$ cat config.mk
export PLATFORM = sky130hd
export DESIGN_NAME = http_request_line_parser
export DESIGN_NICKNAME = d
export VERILOG_FILES = /design/src/rtl/core/hrlp_pkg.sv /design/src/rtl/core/http_request_line_parser.sv
export SDC_FILE = /design/constraint.sdc
export NUM_CORES = 1
export LEC_CHECK = 0
export BUFFER_PORTS_ARGS = -buffer_cell sky130_fd_sc_hd__buf_2
export CORE_MARGIN = 4
export CORE_UTILIZATION = 60
export DETAILED_ROUTE_END_ITERATION = 8
export GPL_ROUTABILITY_DRIVEN = 0
export PLACE_DENSITY_LB_ADDON = 0.3
export SLEW_MARGIN = 30
export SYNTH_ARGS = -nofsm -noshare
export SYNTH_HDL_FRONTEND = slang
export SYNTH_SLANG_ARGS = --single-unit
$ cat constraint.sdc
create_clock -name clk -period 6.21 [get_ports clk]
set_input_delay 0.621 -clock clk [delete_from_list [all_inputs] [get_ports clk]]
set_output_delay 0.621 -clock clk [all_outputs]
set_load 0.01 [all_outputs]
$ cat src/rtl/core/hrlp_pkg.sv
// Types and constants shared by the HTTP request-line parser.
package hrlp_pkg;

  // Width of the running byte offset; offset fields carry its low 16 bits.
  localparam int OFFSET_WIDTH = 16;

  localparam logic [1:0] STATUS_MORE    = 2'd0;
  localparam logic [1:0] STATUS_DONE    = 2'd1;
  localparam logic [1:0] STATUS_INVALID = 2'd2;

  localparam logic [1:0] METHOD_UNKNOWN = 2'd0;
  localparam logic [1:0] METHOD_GET     = 2'd1;
  localparam logic [1:0] METHOD_POST    = 2'd2;
  localparam logic [1:0] METHOD_HEAD    = 2'd3;

  localparam logic [7:0] CH_LF    = 8'h0A;
  localparam logic [7:0] CH_CR    = 8'h0D;
  localparam logic [7:0] CH_SP    = 8'h20;
  localparam logic [7:0] CH_DOT   = 8'h2E;
  localparam logic [7:0] CH_SLASH = 8'h2F;
  localparam logic [7:0] CH_0     = 8'h30;
  localparam logic [7:0] CH_9     = 8'h39;
  localparam logic [7:0] CH_A     = 8'h41;
  localparam logic [7:0] CH_H     = 8'h48;
  localparam logic [7:0] CH_P     = 8'h50;
  localparam logic [7:0] CH_T     = 8'h54;
  localparam logic [7:0] CH_Z     = 8'h5A;
  localparam logic [7:0] CH_UNDER = 8'h5F;

  localparam logic [31:0] LETTERS_GET  = 32'h47455400;
  localparam logic [31:0] LETTERS_POST = 32'h504F5354;
  localparam logic [31:0] LETTERS_HEAD = 32'h48454144;

  typedef struct packed {
    logic [7:0] data_byte;
    logic       restart;
  } hrlp_in_t;

  typedef struct packed {
    logic [1:0]  status;
    logic [1:0]  method_kind;
    logic [15:0] uri_first;
    logic [15:0] uri_last;
  } hrlp_out_t;

endpackage

$ cat src/rtl/core/http_request_line_parser.sv
// HTTP request-line parser: one byte per word, one status word per byte.
// Result words are registered. Throughput: one byte per cycle unless the skid
// register is full; the phase register updates once per byte and the skid
// register lets the next byte enter while a result waits downstream.
// Reset (rst, synchronous, active high) returns to the start phase, zeroes the
// offset and method/URI state, and empties the result and skid registers.
module http_request_line_parser
  import hrlp_pkg::*;
(
  input  logic      clk,
  input  logic      rst,
  input  logic      item_valid,
  output logic      item_stall,
  input  hrlp_in_t  item,
  output logic      result_valid,
  input  logic      result_stall,
  output hrlp_out_t result
);

  localparam logic [3:0] PH_START   = 4'd0;
  localparam logic [3:0] PH_METHOD  = 4'd1;
  localparam logic [3:0] PH_SP_URI  = 4'd2;
  localparam logic [3:0] PH_URI     = 4'd3;
  localparam logic [3:0] PH_PROTO   = 4'd4;
  localparam logic [3:0] PH_H       = 4'd5;
  localparam logic [3:0] PH_HT      = 4'd6;
  localparam logic [3:0] PH_HTT     = 4'd7;
  localparam logic [3:0] PH_HTTP    = 4'd8;
  localparam logic [3:0] PH_MAJOR   = 4'd9;
  localparam logic [3:0] PH_MAJ_DOT = 4'd10;
  localparam logic [3:0] PH_MINOR   = 4'd11;
  localparam logic [3:0] PH_TAIL    = 4'd12;
  localparam logic [3:0] PH_CR      = 4'd13;
  localparam logic [3:0] PH_TAIL_SP = 4'd14;
  localparam logic [3:0] PH_BAD     = 4'd15;

  // Parser state
  logic [3:0]              phase, phase_next;
  logic [OFFSET_WIDTH-1:0] byte_offset;
  logic [31:0]             method_letters, method_letters_next;
  logic [2:0]              method_length, method_length_next;
  logic [OFFSET_WIDTH-1:0] uri_begin, uri_begin_next;
  logic [OFFSET_WIDTH-1:0] uri_finish, uri_finish_next;
  logic [1:0]              method_code, method_code_next;

  // Result side: output register plus one skid entry
  hrlp_out_t skid;
  logic      skid_valid;

  logic                    accept;
  logic                    out_free;
  logic [3:0]              phase_cur;
  logic [OFFSET_WIDTH-1:0] pos;
  logic [7:0]              c;
  logic                    is_method_char;
  logic                    is_digit;
  logic                    done;
  logic [1:0]              match;
  logic [31:0]             pushed_letters;
  logic [2:0]              pushed_length;
  hrlp_out_t               res;

  // Stall upstream only while the skid entry holds a waiting word.
  assign item_stall = skid_valid;
  assign accept     = item_valid && !item_stall;
  assign out_free   = !result_valid || !result_stall;

  assign c         = item.data_byte;
  assign phase_cur = item.restart ? PH_START : phase;
  assign pos       = item.restart ? '0 : byte_offset;

  assign is_method_char = (c inside {[CH_A:CH_Z]}) || (c == CH_UNDER);
  assign is_digit       = c inside {[CH_0:CH_9]};

  // Exact-length method compare against the letters gathered so far.
  always_comb begin
    if (method_length == 3'd3 && method_letters == LETTERS_GET) begin
      match = METHOD_GET;
    end else if (method_length == 3'd4 && method_letters == LETTERS_POST) begin
      match = METHOD_POST;
    end else if (method_length == 3'd4 && method_letters == LETTERS_HEAD) begin
      match = METHOD_HEAD;
    end else begin
      match = METHOD_UNKNOWN;
    end
  end

  // Append a method byte: only the first four are kept, the count saturates at 7.
  always_comb begin
    pushed_letters = method_letters;
    case (method_length)
      3'd0: pushed_letters = method_letters | {c, 24'd0};
      3'd1: pushed_letters = method_letters | {8'd0, c, 16'd0};
      3'd2: pushed_letters = method_letters | {16'd0, c, 8'd0};
      3'd3: pushed_letters = method_letters | {24'd0, c};
      default: pushed_letters = method_letters;
    endcase
    pushed_length = (method_length == 3'd7) ? method_length : method_length + 3'd1;
  end

  // Phase transition for one byte.
  always_comb begin
    phase_next          = phase_cur;
    method_letters_next = method_letters;
    method_length_next  = method_length;
    uri_begin_next      = uri_begin;
    uri_finish_next     = uri_finish;
    method_code_next    = method_code;
    done                = 1'b0;
    case (phase_cur)
      PH_START: begin
        if (c == CH_CR || c == CH_LF) begin
          phase_next = PH_START;
        end else if (!is_method_char) begin
          phase_next = PH_BAD;
        end else begin
          // Fresh method: first letter lands in the top byte.
          method_letters_next = {c, 24'd0};
          method_length_next  = 3'd1;
          phase_next          = PH_METHOD;
        end
      end
      PH_METHOD: begin
        if (c == CH_SP) begin
          method_code_next = match;
          phase_next       = (match != METHOD_UNKNOWN) ? PH_SP_URI : PH_BAD;
        end else if (is_method_char) begin
          method_letters_next = pushed_letters;
          method_length_next  = pushed_length;
        end else begin
          phase_next = PH_BAD;
        end
      end
      PH_SP_URI: begin
        if (c == CH_SLASH) begin
          uri_begin_next = pos;
          phase_next     = PH_URI;
        end else if (c != CH_SP) begin
          phase_next = PH_BAD;
        end
      end
      PH_URI: begin
        if (c == CH_SP) begin
          uri_finish_next = pos;
          phase_next      = PH_PROTO;
        end
      end
      PH_PROTO: begin
        if (c == CH_H) begin
          phase_next = PH_H;
        end else if (c != CH_SP) begin
          phase_next = PH_BAD;
        end
      end
      PH_H:       phase_next = (c == CH_T) ? PH_HT : PH_BAD;
      PH_HT:      phase_next = (c == CH_T) ? PH_HTT : PH_BAD;
      PH_HTT:     phase_next = (c == CH_P) ? PH_HTTP : PH_BAD;
      PH_HTTP:    phase_next = (c == CH_SLASH) ? PH_MAJOR : PH_BAD;
      PH_MAJOR:   phase_next = is_digit ? PH_MAJ_DOT : PH_BAD;
      PH_MAJ_DOT: begin
        if (c == CH_DOT) begin
          phase_next = PH_MINOR;
        end else if (!is_digit) begin
          phase_next = PH_BAD;
        end
      end
      PH_MINOR:   phase_next = is_digit ? PH_TAIL : PH_BAD;
      PH_TAIL: begin
        if (c == CH_CR) begin
          phase_next = PH_CR;
        end else if (c == CH_LF) begin
          done = 1'b1;
        end else if (c == CH_SP) begin
          phase_next = PH_TAIL_SP;
        end else if (!is_digit) begin
          phase_next = PH_BAD;
        end
      end
      PH_TAIL_SP: begin
        if (c == CH_CR) begin
          phase_next = PH_CR;
        end else if (c == CH_LF) begin
          done = 1'b1;
        end else if (c != CH_SP) begin
          phase_next = PH_BAD;
        end
      end
      PH_CR: begin
        if (c == CH_LF) begin
          done = 1'b1;
        end else begin
          phase_next = PH_BAD;
        end
      end
      default: phase_next = PH_BAD;
    endcase
    // A finished line goes back to the start phase; the offset keeps counting.
    if (done) begin
      phase_next = PH_START;
    end
  end

  // Result word: method and URI offsets only on a finished line.
  always_comb begin
    res = '0;
    if (done) begin
      res.status      = STATUS_DONE;
      res.method_kind = method_code_next;
      res.uri_first   = 16'(uri_begin_next);
      res.uri_last    = 16'(uri_finish_next);
    end else if (phase_next == PH_BAD) begin
      res.status = STATUS_INVALID;
    end else begin
      res.status = STATUS_MORE;
    end
  end

  // Advance parser state on every accepted byte.
  always_ff @(posedge clk) begin
    if (rst) begin
      phase          <= PH_START;
      byte_offset    <= '0;
      method_letters <= '0;
      method_length  <= '0;
      uri_begin      <= '0;
      uri_finish     <= '0;
      method_code    <= METHOD_UNKNOWN;
    end else if (accept) begin
      phase          <= phase_next;
      byte_offset    <= pos + OFFSET_WIDTH'(1);
      method_letters <= method_letters_next;
      method_length  <= method_length_next;
      uri_begin      <= uri_begin_next;
      uri_finish     <= uri_finish_next;
      method_code    <= method_code_next;
    end
  end

  // Output register and skid entry: drain the skid first, park a new word
  // in the skid when the output is held.
  always_ff @(posedge clk) begin
    if (rst) begin
      result_valid <= 1'b0;
      skid_valid   <= 1'b0;
    end else if (out_free) begin
      if (skid_valid) begin
        result_valid <= 1'b1;
        skid_valid   <= 1'b0;
      end else begin
        result_valid <= accept;
      end
    end else if (accept) begin
      skid_valid <= 1'b1;
    end
  end

  always_ff @(posedge clk) begin
    if (out_free) begin
      if (skid_valid) begin
        result <= skid;
      end else if (accept) begin
        result <= res;
      end
    end else if (accept) begin
      skid <= res;
    end
  end

endmodule

==> impl_results.html <==
<table>
<tr><th>Metric</th><th>Value</th></tr>
<tr><th colspan="2">Yosys</th></tr>
<tr><td>Yosys warning count</td><td>0</td></tr>
<tr><td>Seq/Total Area, Yosys</td><td>0.525</td></tr>
<tr><td>Post-Syn Instances</td><td>829</td></tr>
<tr><td>Post-synthesis xor/xnor area fraction</td><td>0.0138</td></tr>
<tr><td>Post-Synth Simple-Gate Area</td><td>0.243</td></tr>
<tr><td>Library cell with the largest summed area after synthesis</td><td>sky130_fd_sc_hd__edfxtp_1</td></tr>
<tr><td>EDFF count, synth</td><td>72</td></tr>
<tr><td>Fraction of synthesized area in multiplexers</td><td>0.0198</td></tr>
<tr><td>Async S/R FF share, synth</td><td>0</td></tr>
<tr><td>Compound-gate portion of the synthesized area</td><td>0.150</td></tr>
<tr><td>Number of nets in the synthesized netlist</td><td>849</td></tr>
<tr><td>Post-Synthesis Mean Instance Area</td><td>9.16 µm²</td></tr>
<tr><td>Largest cells by area after synthesis</td><td>sky130_fd_sc_hd__edfxtp_1, sky130_fd_sc_hd__dfxtp_1, sky130_fd_sc_hd__nor2_1</td></tr>
<tr><td>Primary flip-flop cell chosen by synthesis mapping</td><td>sky130_fd_sc_hd__dfxtp_1</td></tr>
<tr><td>Count of cell types in the netlist</td><td>66</td></tr>
<tr><td>Dominant combinational cell family by area after synthesis</td><td>simple AND/OR/NAND/NOR gates</td></tr>
<tr><td>Summed instance area of the synthesized netlist</td><td>7590 µm²</td></tr>
<tr><td>Area fraction of the dominant cell type after synthesis</td><td>0.285</td></tr>
<tr><td>Synth Area in Adders</td><td>0.0130</td></tr>
<tr><td>FF+latch count, synth</td><td>163</td></tr>
<tr><th colspan="2">Placement</th></tr>
<tr><td>Port Buffers</td><td>50</td></tr>
<tr><td>Placed wire-length estimate after detailed placement</td><td>11300 µm</td></tr>
<tr><td>Inst Count DP</td><td>1000</td></tr>
<tr><td>Dpl ws</td><td>3070 ps</td></tr>
<tr><th colspan="2">Power and ir drop</th></tr>
<tr><td>Total power per unit cell area</td><td>289 nW/µm²</td></tr>
<tr><td>Leakage power total</td><td>2.94 nW</td></tr>
<tr><td>VDD IR-drop max</td><td>0.176 mV</td></tr>
<tr><td>Overall Power</td><td>2.46 mW</td></tr>
<tr><th colspan="2">Critical path</th></tr>
<tr><td>Element type at the critical path end</td><td>register</td></tr>
<tr><td>Critical Path Start Type</td><td>register</td></tr>
<tr><td>Critical R2R Capture</td><td>result[35]</td></tr>
<tr><td>Crit path launch</td><td>phase[1]</td></tr>
<tr><td>Worst r2r src</td><td>phase[1]</td></tr>
<tr><td>Maximum fanout count along the critical path</td><td>73</td></tr>
<tr><td>Arr. time, crit path</td><td>3060 ps</td></tr>
<tr><td>Worst endpoint required time</td><td>6450 ps</td></tr>
<tr><td>Cell family contributing the most delay on the critical path</td><td>buffers and inverters</td></tr>
<tr><td>Critical path, cell by cell</td><td>nand2_1 -&gt; and3_1 -&gt; nand2b_2 -&gt; buf_4 -&gt; inv_1 -&gt; a31oi_1 -&gt; o21ai_1 -&gt; o31ai_1</td></tr>
<tr><td>Number of buffer and inverter instances along the worst setup path</td><td>2</td></tr>
<tr><td>Largest stage delay on the critical path</td><td>680 ps</td></tr>
<tr><td>Type of the setup path with the least slack</td><td>register to register</td></tr>
<tr><td>Worst r2r path cells</td><td>8</td></tr>
<tr><td>Max stage delay cell, worst path</td><td>sky130_fd_sc_hd__dfxtp_1</td></tr>
<tr><td>Minimum setup slack among reg-to-reg paths</td><td>3390 ps</td></tr>
<tr><th colspan="2">Cells and area</th></tr>
<tr><td>Diode count</td><td>0</td></tr>
<tr><td>FF+latch area</td><td>3990 µm²</td></tr>
<tr><td>Area Overhead vs Synth</td><td>12.1%</td></tr>
<tr><td>Number of fillers in the final layout</td><td>957</td></tr>
<tr><td>Layout Cells excl Fill</td><td>1032</td></tr>
<tr><td>Number of nets in the final layout</td><td>871</td></tr>
<tr><td>Fraction of layout cells with a size suffix above 1</td><td>0.119</td></tr>
<tr><td>Multi-input gate area in the final layout</td><td>3350 µm²</td></tr>
<tr><th colspan="2">Route</th></tr>
<tr><td>ANT nets after route</td><td>0</td></tr>
<tr><td>Via density</td><td>5.93</td></tr>
<tr><td>Vias</td><td>6118</td></tr>
<tr><td>Post-route DRC</td><td>0</td></tr>
<tr><td>Final Routed Wirelength</td><td>17000 µm</td></tr>
<tr><td>Avg WL per Cell</td><td>16.5 µm</td></tr>
<tr><td>Number of DRC violations after detailed-routing iteration 0</td><td>594</td></tr>
<tr><td>First-pass DRT Iterations</td><td>7</td></tr>
<tr><th colspan="2">Timing</th></tr>
<tr><td>Worst clock skew</td><td>8.84 ps</td></tr>
<tr><td>Clock period minus worst slack</td><td>2820 ps</td></tr>
<tr><td>Number of setup violations in the final report</td><td>0</td></tr>
<tr><td>Actual transition at the worst max-transition pin</td><td>853 ps</td></tr>
<tr><td>Relative slew slack</td><td>0.429</td></tr>
<tr><td>Unrepaired setup endpoints after global routing</td><td>no</td></tr>
<tr><td>Number of pins exceeding their max-slew limit in the final report</td><td>0</td></tr>
<tr><td>Post-route setup slack</td><td>3390 ps</td></tr>
<tr><td>Hold Vio Cnt, Final</td><td>0</td></tr>
<tr><td>Total Negative Setup Slacks</td><td>0 ps</td></tr>
<tr><td>Post-route clock period utilization</td><td>0.455</td></tr>
<tr><td>Maximum clock frequency</td><td>354 MHz</td></tr>
<tr><th colspan="2">Clock tree</th></tr>
<tr><td>Post-CTS Setup Inserts</td><td>0</td></tr>
<tr><td>Clk slew on worst S/H paths</td><td>60 ps</td></tr>
<tr><td>Total clock buffers created by CTS</td><td>17</td></tr>
<tr><td># clock sinks</td><td>163</td></tr>
<tr><td>Number of buffers between clock root and the deepest sink</td><td>2</td></tr>
<tr><td>Clk_lat worst skew</td><td>430 ps</td></tr>
<tr><td>Hold buffers post-CTS</td><td>0</td></tr>
<tr><td>H-tree Lvls</td><td>4</td></tr>
<tr><td>Cell at the root of the clock tree</td><td>sky130_fd_sc_hd__clkbuf_16</td></tr>
<tr><td>Post-cts repair resize count</td><td>0</td></tr>
<tr><td>Clock tree from TritonCTS</td><td>yes</td></tr>
<tr><th colspan="2">Global routing</th></tr>
<tr><td>Wire length of the first global-routing pass</td><td>28200 µm</td></tr>
<tr><td>Largest net degree at the start of global routing</td><td>79</td></tr>
<tr><td>Initial antenna violation count</td><td>0</td></tr>
<tr><td>Via count of the first global-routing pass</td><td>5801</td></tr>
<tr><td>Global-route usage over all layers</td><td>0.239</td></tr>
<tr><td>Grt total ovfl</td><td>0</td></tr>
<tr><th colspan="2">Floorplanning</th></tr>
<tr><td>IO Pins</td><td>51</td></tr>
<tr><td>Total core area</td><td>12200 µm²</td></tr>
<tr><td>Die ar.</td><td>14500 µm²</td></tr>
<tr><td>Initial cell density of the core</td><td>0.622</td></tr>
<tr><td>Number of core rows</td><td>40</td></tr>
<tr><td>Die Y</td><td>120 µm</td></tr>
<tr><td>Die width</td><td>120 µm</td></tr>
<tr><th colspan="2">Worst hold path</th></tr>
<tr><td>Type of the worst min-delay path</td><td>register to register</td></tr>
<tr><td>Hold path start</td><td>uri_finish[8]</td></tr>
<tr><td>Hold Path Depth</td><td>2</td></tr>
<tr><td>Hold Crit Endpoint</td><td>uri_finish[8]</td></tr>
<tr><th colspan="2">Outcome</th></tr>
<tr><td>Outcome</td><td>completed</td></tr>
<tr><th colspan="2">Job</th></tr>
<tr><td>Number of violations of the max-capacitance limit</td><td>0</td></tr>
</table>
## worst min-delay path: cells and delay by family (launching register included)
kind	cells	cell delay, ps
AO/OA/AOI/OAI	1	50
flip-flops	1	310
AND/OR/NAND/NOR	1	50
## report_power, final
| part | leakage [nW] | internal [mW] | total (mW) | switching [mW] |
|---|---|---|---|---|
| Sequential | 1.40 | 1.15 | 1.18 | 0.0258 |
| Combinational | 1.24 | 0.0653 | 0.180 | 0.114 |
| Clock | 0.301 | 0.676 | 1.10 | 0.426 |
| Total | 2.94 | 1.90 | 2.46 | 0.566 |
## state kept, by name, summed over array words and instances, names as in the netlist, 2 cells and up
signal,count
method_code,2
byte_offset,16
uri_begin,16
result,36
method_letters,32
method_length,3
skid,36
phase,4
uri_finish,16
## layer usage
metal | wire length, µm | vias to the layer above | global-route usage
li1 | - | 2970 | -
met1 | 7230 | 2904 | 0.319
met2 | 8350 | 213 | 0.390
met3 | 1070 | 31 | 0.0454
met4 | 350 | 0 | 0.0871
met5 | 0 | - | 0
## worst max path at each step
stage                 end  slack, ps  depth (start not counted)
2_1_floorplan   result[0]       3190                          3
3_3_place_gp   result[35]       3190                          9
3_5_place_dp   result[35]       3070                          9
4_1_cts        result[35]       3440                          8
5_1_grt        result[35]       3180                          8
6_report       result[35]       3390                          8
## placed cells by master (no fill, tap or decap), types with 5 or more instances in the layout
master	synthesis	final
sky130_fd_sc_hd__nor2_1	141	140
sky130_fd_sc_hd__nand2_1	116	116
sky130_fd_sc_hd__dfxtp_1	91	90
sky130_fd_sc_hd__a21oi_1	85	84
sky130_fd_sc_hd__edfxtp_1	72	72
sky130_fd_sc_hd__buf_2	14	49
sky130_fd_sc_hd__o31ai_1	36	36
sky130_fd_sc_hd__nor2b_1	21	21
sky130_fd_sc_hd__nand2b_1	22	21
sky130_fd_sc_hd__nand3_1	19	19
sky130_fd_sc_hd__clkbuf_16	0	17
sky130_fd_sc_hd__o21ai_0	16	16
sky130_fd_sc_hd__mux2i_1	15	15
sky130_fd_sc_hd__nor3_1	13	13
sky130_fd_sc_hd__and2_1	10	10
sky130_fd_sc_hd__inv_1	9	9
sky130_fd_sc_hd__a22oi_1	9	9
sky130_fd_sc_hd__ha_1	7	7
sky130_fd_sc_hd__xor2_1	6	6
sky130_fd_sc_hd__xnor2_1	6	6
sky130_fd_sc_hd__buf_4	3	6
sky130_fd_sc_hd__nor4_1	5	5
sky130_fd_sc_hd__nor4b_1	5	5
sky130_fd_sc_hd__a31oi_1	5	5
## cell type report
type	count	area share
multi-input combinational	604	0.394
inverter	9	0.00397
sequential	163	0.469
clock buffer	20	0.0513
tap	168	0.0247
timing repair buffer	56	0.0359
clock inverter	12	0.0212
## Yosys cell counts, drive strengths merged (10+ instances only)
cell and count:
nor2b 21, dfxtp 91, clkbuf 34, nand2 117, buf 19, and2 10, edfxtp 72, o31ai 36
nor3 13, o21ai 18, nor2 144, nand3 19, a21oi 85, nand2b 22, mux2i 15
## kinds of logic after synthesis
logic type | after synthesis
mux | 15
flops | 163
xor+xnor | 12
simple gates | 387
fa+ha+maj | 8
compound gates | 182
buf+inv | 62
## metrics by stage
stage          hold slack, ps  utilization  cell area, µm²
2_1_floorplan             429            -            7590
3_3_place_gp              442        0.644            7870
3_5_place_dp              453        0.646            7890
4_1_cts                   462        0.696            8500
5_1_grt                   482        0.696            8500
6_report                  459        0.696            8500
Note: power is estimated with default switching activity, not from simulation.
